[src/design/q106_pkg.sv]
// Shared types and constants for the Q10.6 fixed-point arithmetic unit.
// No dependencies; used by the divider stages, the divider and the top level.
`timescale 1ns / 1ps
`default_nettype none

package q106_pkg;

    localparam int DATA_W = 16;

    typedef enum logic [2:0] {
        FUNC_ADD      = 3'd0,
        FUNC_SUB      = 3'd1,
        FUNC_MUL      = 3'd2,
        FUNC_DIV      = 3'd3,
        FUNC_EQUAL    = 3'd4,
        FUNC_TO_INT   = 3'd5,
        FUNC_FROM_INT = 3'd6
    } func_t;

    // Sideband that rides along the divider pipeline.
    typedef struct packed {
        logic [DATA_W-1:0] result;       // final result for every non-divide op
        logic              is_equal;
        logic              is_div;
        logic              div_by_zero;
        logic              neg_q;        // quotient must be negated
    } q106_tag_t;

endpackage

`default_nettype wire

[src/design/q10_6_fixed_point_alu.sv]
// Top level of the Q10.6 fixed-point arithmetic unit.
// Depends on q106_pkg and q106_divider (which uses q106_div_stage).
//
// Usage:
//   Input channel s_*: one transaction carries an operation (s_tuser) and two
//   signed raw operands (s_tdata). Output channel m_*: one transaction per
//   input with the 16-bit result in m_tdata and the equal / divide-by-zero
//   flags in m_tuser.
//   Every operation goes through the same pipeline, so results leave in
//   input order. The path is an operand prep and multiply register,
//   16 + FRACTION_BITS divider stages (one quotient bit per stage, restoring
//   subtract), and the output register. Throughput is one transaction per
//   cycle while the receiver does not stall; the serial quotient chain sets
//   the depth, not the rate.
//   Reset (aresetn low, synchronous) clears every stage valid bit and the
//   output valid; data registers are not reset.
//   When the receiver stalls, the whole pipeline freezes together, s_tready
//   drops, and nothing is dropped or repeated. s_tready stays high while the
//   output register is empty or being drained.
`timescale 1ns / 1ps
`default_nettype none

module q10_6_fixed_point_alu #(
    parameter int FRACTION_BITS = 6
) (
    input  wire logic        aclk,
    input  wire logic        aresetn,
    input  wire logic        s_tvalid,
    output logic             s_tready,
    input  wire logic [31:0] s_tdata,   // [15:0] operand_a, [31:16] operand_b
    input  wire logic [7:0]  s_tuser,   // [2:0] func, [7:3] zero
    output logic             m_tvalid,
    input  wire logic        m_tready,
    output logic [15:0]      m_tdata,   // [15:0] result
    output logic [7:0]       m_tuser    // [0] is_equal, [1] div_by_zero, [7:2] zero
);

    localparam int NUM_W = 16 + FRACTION_BITS;
    localparam logic [16:0] TO_INT_BIAS = 17'((1 << FRACTION_BITS) - 1);

    logic en;

    // ---- input decode ----
    logic signed [15:0] op_a, op_b;
    q106_pkg::func_t    func;
    logic [15:0]        a_mag, b_mag;
    logic signed [16:0] to_int_sum;
    logic [15:0]        simple_res;

    assign op_a = s_tdata[15:0];
    assign op_b = s_tdata[31:16];
    assign func = q106_pkg::func_t'(s_tuser[2:0]);
    assign en   = !m_tvalid || m_tready;
    assign s_tready = en;

    always_comb begin
        a_mag = op_a[15] ? 16'(-op_a) : op_a;
        b_mag = op_b[15] ? 16'(-op_b) : op_b;
        // to-int truncates toward zero: bias negatives before the shift
        to_int_sum = {op_a[15], op_a} + (op_a[15] ? TO_INT_BIAS : 17'd0);
        case (func)
            q106_pkg::FUNC_ADD:      simple_res = 16'(op_a + op_b);
            q106_pkg::FUNC_SUB:      simple_res = 16'(op_a - op_b);
            q106_pkg::FUNC_TO_INT:   simple_res = 16'(to_int_sum >>> FRACTION_BITS);
            q106_pkg::FUNC_FROM_INT: simple_res = 16'(op_a << FRACTION_BITS);
            default:                 simple_res = '0;
        endcase
    end

    // ---- stage 1: multiply and operand prep ----
    logic                 s1_valid_reg;
    logic signed [31:0]   prod_reg;
    logic [15:0]          simple_reg;
    logic                 is_mul_reg;
    logic [NUM_W-1:0]     num_reg;
    logic [15:0]          den_reg;
    q106_pkg::q106_tag_t  s1_tag_reg;

    always_ff @(posedge aclk) begin
        if (!aresetn) begin
            s1_valid_reg <= 1'b0;
        end else if (en) begin
            s1_valid_reg <= s_tvalid;
        end
    end

    always_ff @(posedge aclk) begin
        if (en) begin
            prod_reg    <= op_a * op_b;
            simple_reg  <= simple_res;
            is_mul_reg  <= (func == q106_pkg::FUNC_MUL);
            num_reg     <= {a_mag, {FRACTION_BITS{1'b0}}};
            den_reg     <= b_mag;
            s1_tag_reg.result      <= '0;
            s1_tag_reg.is_equal    <= (func == q106_pkg::FUNC_EQUAL) && (op_a == op_b);
            s1_tag_reg.is_div      <= (func == q106_pkg::FUNC_DIV);
            s1_tag_reg.div_by_zero <= (func == q106_pkg::FUNC_DIV) && (op_b == 16'sd0);
            s1_tag_reg.neg_q       <= op_a[15] ^ op_b[15];
        end
    end

    // multiply: product shifted right by the fraction width, low 16 bits kept; other ops pass their simple result
    q106_pkg::q106_tag_t div_tag;
    always_comb begin
        div_tag = s1_tag_reg;
        div_tag.result = is_mul_reg ? prod_reg[FRACTION_BITS+15:FRACTION_BITS] : simple_reg;
    end

    // ---- divider pipeline ----
    logic                div_valid;
    logic [15:0]         quot;
    q106_pkg::q106_tag_t out_tag;

    q106_divider #(
        .NUM_W (NUM_W)
    ) u_divider (
        .aclk      (aclk),
        .aresetn   (aresetn),
        .en        (en),
        .valid_in  (s1_valid_reg),
        .num_in    (num_reg),
        .den_in    (den_reg),
        .tag_in    (div_tag),
        .valid_out (div_valid),
        .quot_out  (quot),
        .tag_out   (out_tag)
    );

    // ---- output register ----
    logic        m_valid_reg;
    logic [15:0] m_data_reg, m_data_next;
    logic [1:0]  m_flags_reg;

    always_comb begin
        if (!out_tag.is_div) begin
            m_data_next = out_tag.result;
        end else if (out_tag.div_by_zero) begin
            m_data_next = '0;
        end else begin
            m_data_next = out_tag.neg_q ? 16'(-quot) : quot;
        end
    end

    always_ff @(posedge aclk) begin
        if (!aresetn) begin
            m_valid_reg <= 1'b0;
        end else if (en) begin
            m_valid_reg <= div_valid;
        end
    end

    always_ff @(posedge aclk) begin
        if (en) begin
            m_data_reg  <= m_data_next;
            m_flags_reg <= {out_tag.div_by_zero, out_tag.is_equal};
        end
    end

    assign m_tvalid = m_valid_reg;
    assign m_tdata  = m_data_reg;
    assign m_tuser  = {6'd0, m_flags_reg};

    // ---- assertions ----
    a_dz_zero_result: assert property (@(posedge aclk) disable iff (!aresetn)
        m_tvalid && m_tuser[1] |-> m_tdata == 16'd0)
        else $error("divide by zero with nonzero result");

    a_eq_zero_result: assert property (@(posedge aclk) disable iff (!aresetn)
        m_tvalid && m_tuser[0] |-> m_tdata == 16'd0 && !m_tuser[1])
        else $error("equal flag with nonzero result or divide flag");

    a_ready_follows_out: assert property (@(posedge aclk) disable iff (!aresetn)
        s_tready == (!m_tvalid || m_tready))
        else $error("input ready out of step with output register");

    a_stall_freezes_pipe: assert property (@(posedge aclk) disable iff (!aresetn)
        !en |=> $stable(s1_valid_reg) && $stable(div_valid))
        else $error("pipeline moved during a stall");

endmodule

`default_nettype wire

[src/design/q106_div_stage.sv]
// One restoring-division iteration with its pipeline register.
// Depends on q106_pkg for the sideband tag type.
`timescale 1ns / 1ps
`default_nettype none

module q106_div_stage #(
    parameter int NUM_W = 22
) (
    input  wire logic                    aclk,
    input  wire logic                    aresetn,
    input  wire logic                    en,
    input  wire logic                    valid_in,
    input  wire logic [15:0]             rem_in,
    input  wire logic [NUM_W-1:0]        numq_in,
    input  wire logic [15:0]             den_in,
    input  wire q106_pkg::q106_tag_t     tag_in,
    output logic                         valid_out,
    output logic [15:0]                  rem_out,
    output logic [NUM_W-1:0]             numq_out,
    output logic [15:0]                  den_out,
    output q106_pkg::q106_tag_t          tag_out
);

    logic [16:0]       shifted;
    logic [16:0]       trial;
    logic              valid_reg;
    logic [15:0]       rem_reg, rem_next;
    logic [NUM_W-1:0]  numq_reg, numq_next;
    logic [15:0]       den_reg;
    q106_pkg::q106_tag_t tag_reg;

    always_comb begin
        shifted   = {rem_in, numq_in[NUM_W-1]};
        trial     = shifted - {1'b0, den_in};
        // borrow out means the trial subtract went negative: restore
        rem_next  = trial[16] ? shifted[15:0] : trial[15:0];
        numq_next = {numq_in[NUM_W-2:0], ~trial[16]};
    end

    always_ff @(posedge aclk) begin
        if (!aresetn) begin
            valid_reg <= 1'b0;
        end else if (en) begin
            valid_reg <= valid_in;
        end
    end

    always_ff @(posedge aclk) begin
        if (en) begin
            rem_reg  <= rem_next;
            numq_reg <= numq_next;
            den_reg  <= den_in;
            tag_reg  <= tag_in;
        end
    end

    assign valid_out = valid_reg;
    assign rem_out   = rem_reg;
    assign numq_out  = numq_reg;
    assign den_out   = den_reg;
    assign tag_out   = tag_reg;

endmodule

`default_nettype wire

[src/design/q106_divider.sv]
// Pipelined restoring divider, one quotient bit per stage, carrying a sideband tag.
// Depends on q106_pkg and q106_div_stage.
`timescale 1ns / 1ps
`default_nettype none

module q106_divider #(
    parameter int NUM_W = 22
) (
    input  wire logic                aclk,
    input  wire logic                aresetn,
    input  wire logic                en,
    input  wire logic                valid_in,
    input  wire logic [NUM_W-1:0]    num_in,   // dividend magnitude
    input  wire logic [15:0]         den_in,   // divisor magnitude
    input  wire q106_pkg::q106_tag_t tag_in,
    output logic                     valid_out,
    output logic [15:0]              quot_out, // low bits of quotient magnitude
    output q106_pkg::q106_tag_t      tag_out
);

    logic                 valid_w [NUM_W+1];
    logic [15:0]          rem_w   [NUM_W+1];
    logic [NUM_W-1:0]     numq_w  [NUM_W+1];
    logic [15:0]          den_w   [NUM_W+1];
    q106_pkg::q106_tag_t  tag_w   [NUM_W+1];

    assign valid_w[0] = valid_in;
    assign rem_w[0]   = '0;
    assign numq_w[0]  = num_in;
    assign den_w[0]   = den_in;
    assign tag_w[0]   = tag_in;

    for (genvar i = 0; i < NUM_W; i++) begin : g_stage
        q106_div_stage #(
            .NUM_W (NUM_W)
        ) u_stage (
            .aclk      (aclk),
            .aresetn   (aresetn),
            .en        (en),
            .valid_in  (valid_w[i]),
            .rem_in    (rem_w[i]),
            .numq_in   (numq_w[i]),
            .den_in    (den_w[i]),
            .tag_in    (tag_w[i]),
            .valid_out (valid_w[i+1]),
            .rem_out   (rem_w[i+1]),
            .numq_out  (numq_w[i+1]),
            .den_out   (den_w[i+1]),
            .tag_out   (tag_w[i+1])
        );
    end

    assign valid_out = valid_w[NUM_W];
    assign quot_out  = numq_w[NUM_W][15:0];
    assign tag_out   = tag_w[NUM_W];

endmodule

`default_nettype wire
[config.mk]
export PLATFORM = sky130hd
export DESIGN_NAME = q10_6_fixed_point_alu
export DESIGN_NICKNAME = d
export VERILOG_FILES = /design/src/design/q106_pkg.sv /design/src/design/q10_6_fixed_point_alu.sv /design/src/design/q106_div_stage.sv /design/src/design/q106_divider.sv
export SDC_FILE = /design/constraint.sdc
export NUM_CORES = 2
export LEC_CHECK = 0
export BUFFER_PORTS_ARGS = -buffer_cell sky130_fd_sc_hd__buf_2
export CORE_MARGIN = 3
export CORE_UTILIZATION = 40
export DETAILED_ROUTE_END_ITERATION = 10
export PLACE_DENSITY_LB_ADDON = 0.2
export SYNTH_ARGS = -nofsm -noshare
export SYNTH_HDL_FRONTEND = slang
export SYNTH_SLANG_ARGS = --single-unit
[constraint.sdc]
create_clock -name aclk -period 136.7 [get_ports aclk]
set_input_delay 20.505 -clock aclk [delete_from_list [all_inputs] [get_ports aclk]]
set_output_delay 20.505 -clock aclk [all_outputs]
set_load 0.005 [all_outputs]
==> flow_summary_export.csv <==
group,metric,value,unit
layout,area_delta_synth_final,11.00,%
clock_tree,tritoncts,"done",
grt,grt_max_degree,206,
grt,grt_usage,13.62,%
clock_tree,holdBufCountCts,0,
layout,drive_gt1_share,10.10,%
place,gp_congestion,0.8441,
clock_tree,clk_latency,780,ps
clock_tree,cts.reportedPaths.clkPinSlew,60,ps
power,max-vdd-ir-drop,0.02785,mV
floorplan,die_h,437.1,µm
sta,hold_violations,0,
worst_setup_path,worstSetupPathType,"input pin to output port",
route,wire_per_inst,15.67,µm
sta,drv_slew,0,
worst_setup_path,ff2ff_setup_slack,131770,ps
worst_setup_path,reg2reg_depth,7,
floorplan,num_io_pins,70,
layout,stdcell_area,82500,µm²
sta,timing.final.crit_period,42040,ps
floorplan,die_w,437.1,µm
yosys,synth_seq_area_share,59.43,%
worst_setup_path,crit_arrival,21530,ps
yosys,syn_inst,5534,
route,wl,129.7,mm
route,vias_per_cell,4.969,
sta,rsz0062_at_grt,"no",
clock_tree,postCtsSetupRepairBufs,0,
power,seqPwrFrac,36.8,%
layout,nNetsFinal,6357,
sta,fin_setup_tns,0,ps
floorplan,coreArea,183900,µm²
clock_tree,cts-root-to-sink-buffers,3,
yosys,synth_edf_count,1455,
layout,largest_register_ffs,440,
yosys,synth_area_leaders,"edfxtp_1 59%, ha_1 7.4%, fa_1 4.9%",
worst_hold_path,hp-class,"flop to flop",
place,place_ws,94660,ps
route,vias,41136,
sta,slew-limit-headroom,19.85,%
sta,max_freq,23.79,MHz
power,p_sw,0.0006659,W
worst_hold_path,hold_path_end,"u_divider.g_stage[11].u_stage.tag_out[3]$_DFFE_PP_",
place,dp_hpwl,90.80,mm
floorplan,fp-row-count,157,
yosys,synthFlopType,"edfxtp_1",
worst_setup_path,worstPathRequired,116190,ps
yosys,syn_area_per_cell,13.43,µm²
sta,period_share,30.75,%
power,p_per_area,23.87,nW/µm²
yosys,yosysWarningCount,0,
yosys,synth_cell_types,89,
power,clkPwrFrac,20.4,%
worst_hold_path,holdPathStages,0,
grt,grt_pass1_vias,42581,
worst_setup_path,r2r-start,"m_tvalid$_SDFFE_PN0P_",
yosys,synth-seq-cells,1479,
place,portBuffers,58,
route,firstDrtPassIters,5,
power,p_leak,33.67,nW
worst_setup_path,crit_chain,"buf_2, nor2b_1, buf_4, inv_8, buf_2",
clock_tree,clock_sinks,1479,
clock_tree,cts_max_level,4,
worst_setup_path,crit_slowest_cell,"buf_4",
run_status,status,"finished, final reports clean",
sta,clock_skew,36.31,ps
place,placed_cell_area,77570,µm²
grt,overflow,0,
yosys,synth_area,74330,µm²
route,drtIter0Drc,2208,
floorplan,initial_utilization,40.42,%
yosys,ys_async_sr_fraction,0,%
floorplan,die_area,191000,µm²
worst_setup_path,cp-end-kind,"output port",
layout,utilization,44.87,%
route,route.detailed.drc,0,
yosys,synth_top_area_cell,"edfxtp_1",
route,drtAntennaViolNets,0,
worst_hold_path,hp-start,"u_divider.g_stage[10].u_stage.tag_out[3]$_DFFE_PP_",
power,p_comb_share,42.8,%
clock_tree,cts_resized,0,
yosys,yosysTopAreaCellShare,58.78,%
power,fin_total_pwr,0.001970,W
worst_setup_path,cp-start-kind,"input pin",
sta,setup-violations-final,0,
sta,setup_slack,94660,ps
sta,worstMarginPinSlew,1196,ps
power,swShare,33.81,%
worst_setup_path,cp_max_fo,70,
power,intPower,0.001304,W
worst_setup_path,slowest_delay,300,ps
worst_setup_path,crit_top_cell,"buf_2",
grt,grt_pass1_wl,213.8,mm
grt,antenna_found_initial,3,
flow_run,drv_cap,0,
worst_setup_path,reg2reg_to,"u_divider.g_stage[20].u_stage.den_out[15]$_DFFE_PP_",
clock_tree,cts_root_buf,"clkbuf_16",
clock_tree,cts_buffers,156,
-- worst max-delay path by stage --
stage,slack (ps),from,endpoint,depth (start not counted)
floorplan,56210,m_tready,s_tready,4
detailed placement,94660,m_tready,s_tready,5
global route,94550,m_tready,s_tready,5
CTS,94660,m_tready,s_tready,5
global placement,94680,m_tready,s_tready,5
finish,94660,m_tready,s_tready,5
-- power by group through the flow --
| stage | sequential [W] | clock, W | combinational [W] |
|---|---|---|---|
| global placement | 0.000732 | 0 | 0.000830 |
| global route | 0.000737 | 0.000436 | 0.000943 |
| floorplan | 0.000714 | 0 | 0.000657 |
| detailed placement | 0.000735 | 0 | 0.000843 |
| finish | 0.000725 | 0.000402 | 0.000843 |
| CTS | 0.000726 | 0.000418 | 0.000851 |
-- synthesized netlist by cell type (8+ instances only) --
cell type and count:
a211o_1 15, a211oi_1 25, a21boi_0 37, a21o_1 37, a21oi_1 224, a31o_2 10
a31oi_1 27, a41oi_1 14, and2_1 92, and3_1 16, buf_2 12, buf_4 9
clkbuf_1 72, dfxtp_1 24, edfxtp_1 1455, fa_1 182, ha_1 440, inv_1 674
mux2_1 44, mux2_2 231, mux2i_1 55, nand2_1 313, nand2b_1 65, nand3_1 65
nand3b_1 12, nand4_1 20, nor2_1 278, nor2b_1 59, nor3_1 109, o2111a_1 9
o2111ai_1 13, o21a_1 94, o21ai_0 150, o21bai_1 29, o22ai_1 34, o31a_1 17
o31ai_1 50, o41ai_1 12, or2_2 8, or3_1 35, xnor2_1 274, xor2_1 58
-- metal layers --
layer	global-route usage, %	vias up	wire length [µm]	share of wire [%]
li1	-	20266	-	-
met1	15.52	19955	51350	40
met2	25.11	615	68500	53
met3	2.512	296	5256	4.1
met4	5.287	4	4548	3.5
met5	0	-	34	0.026
-- stage by stage --
stage | cells | hold slack [ps]
2_1_floorplan | 5546 | 400.3
3_3_place_gp | 7997 | 400.3
3_5_place_dp | 7997 | 404.5
4_1_cts | 8278 | 391.7
5_1_grt | 8278 | 390.6
6_report | 8279 | 395.1
-- area by class of cell --
| cell class | count | area (µm²) |
|---|---|---|
| flip-flops and latches | 1479 | 44170 |
| fillers | 16533 | 101400 |
| inverters | 676 | 2545 |
| repair buffers | 88 | 540.5 |
| clock inverters | 81 | 773.2 |
| diodes | 1 | 2.502 |
| multi-input cells | 3290 | 27230 |
| well taps | 2464 | 3083 |
| clock buffers | 200 | 4154 |
-- logic make-up (layout without fill, tap and decap cells) --
group / count (synthesis) / after routing / share of synthesized area (%)
mux: 337 / 337 / 5.048
other cells: 1 / 14 / 0.005045
xor+xnor: 342 / 342 / 4.131
buf+inv: 777 / 1045 / 4.040
simple gates: 1096 / 1096 / 7.011
compound gates: 880 / 880 / 8.025
flops: 1479 / 1479 / 59.43
fa+ha+maj: 622 / 622 / 12.31
-- cells in the final DEF (no fill, tap or decap), types with 65 or more instances in the layout --
cell type and instances:
a21oi_1 224, clkbuf_16 160, nand2b_1 65, inv_1 673, nand3_1 65, edfxtp_1 1455, and2_1 92, o21ai_0 150
nor2_1 278, o21a_1 94, nand2_1 313, ha_1 440, nor3_1 109, mux2_2 231, fa_1 182, xnor2_1 269
-- worst max-delay path, delay by kind of cell --
kind / cells / cell delay [ps]
simple gates: 1 / 100
buf+inv: 4 / 860
No activity file was read; power rests on OpenSTA's default activity.
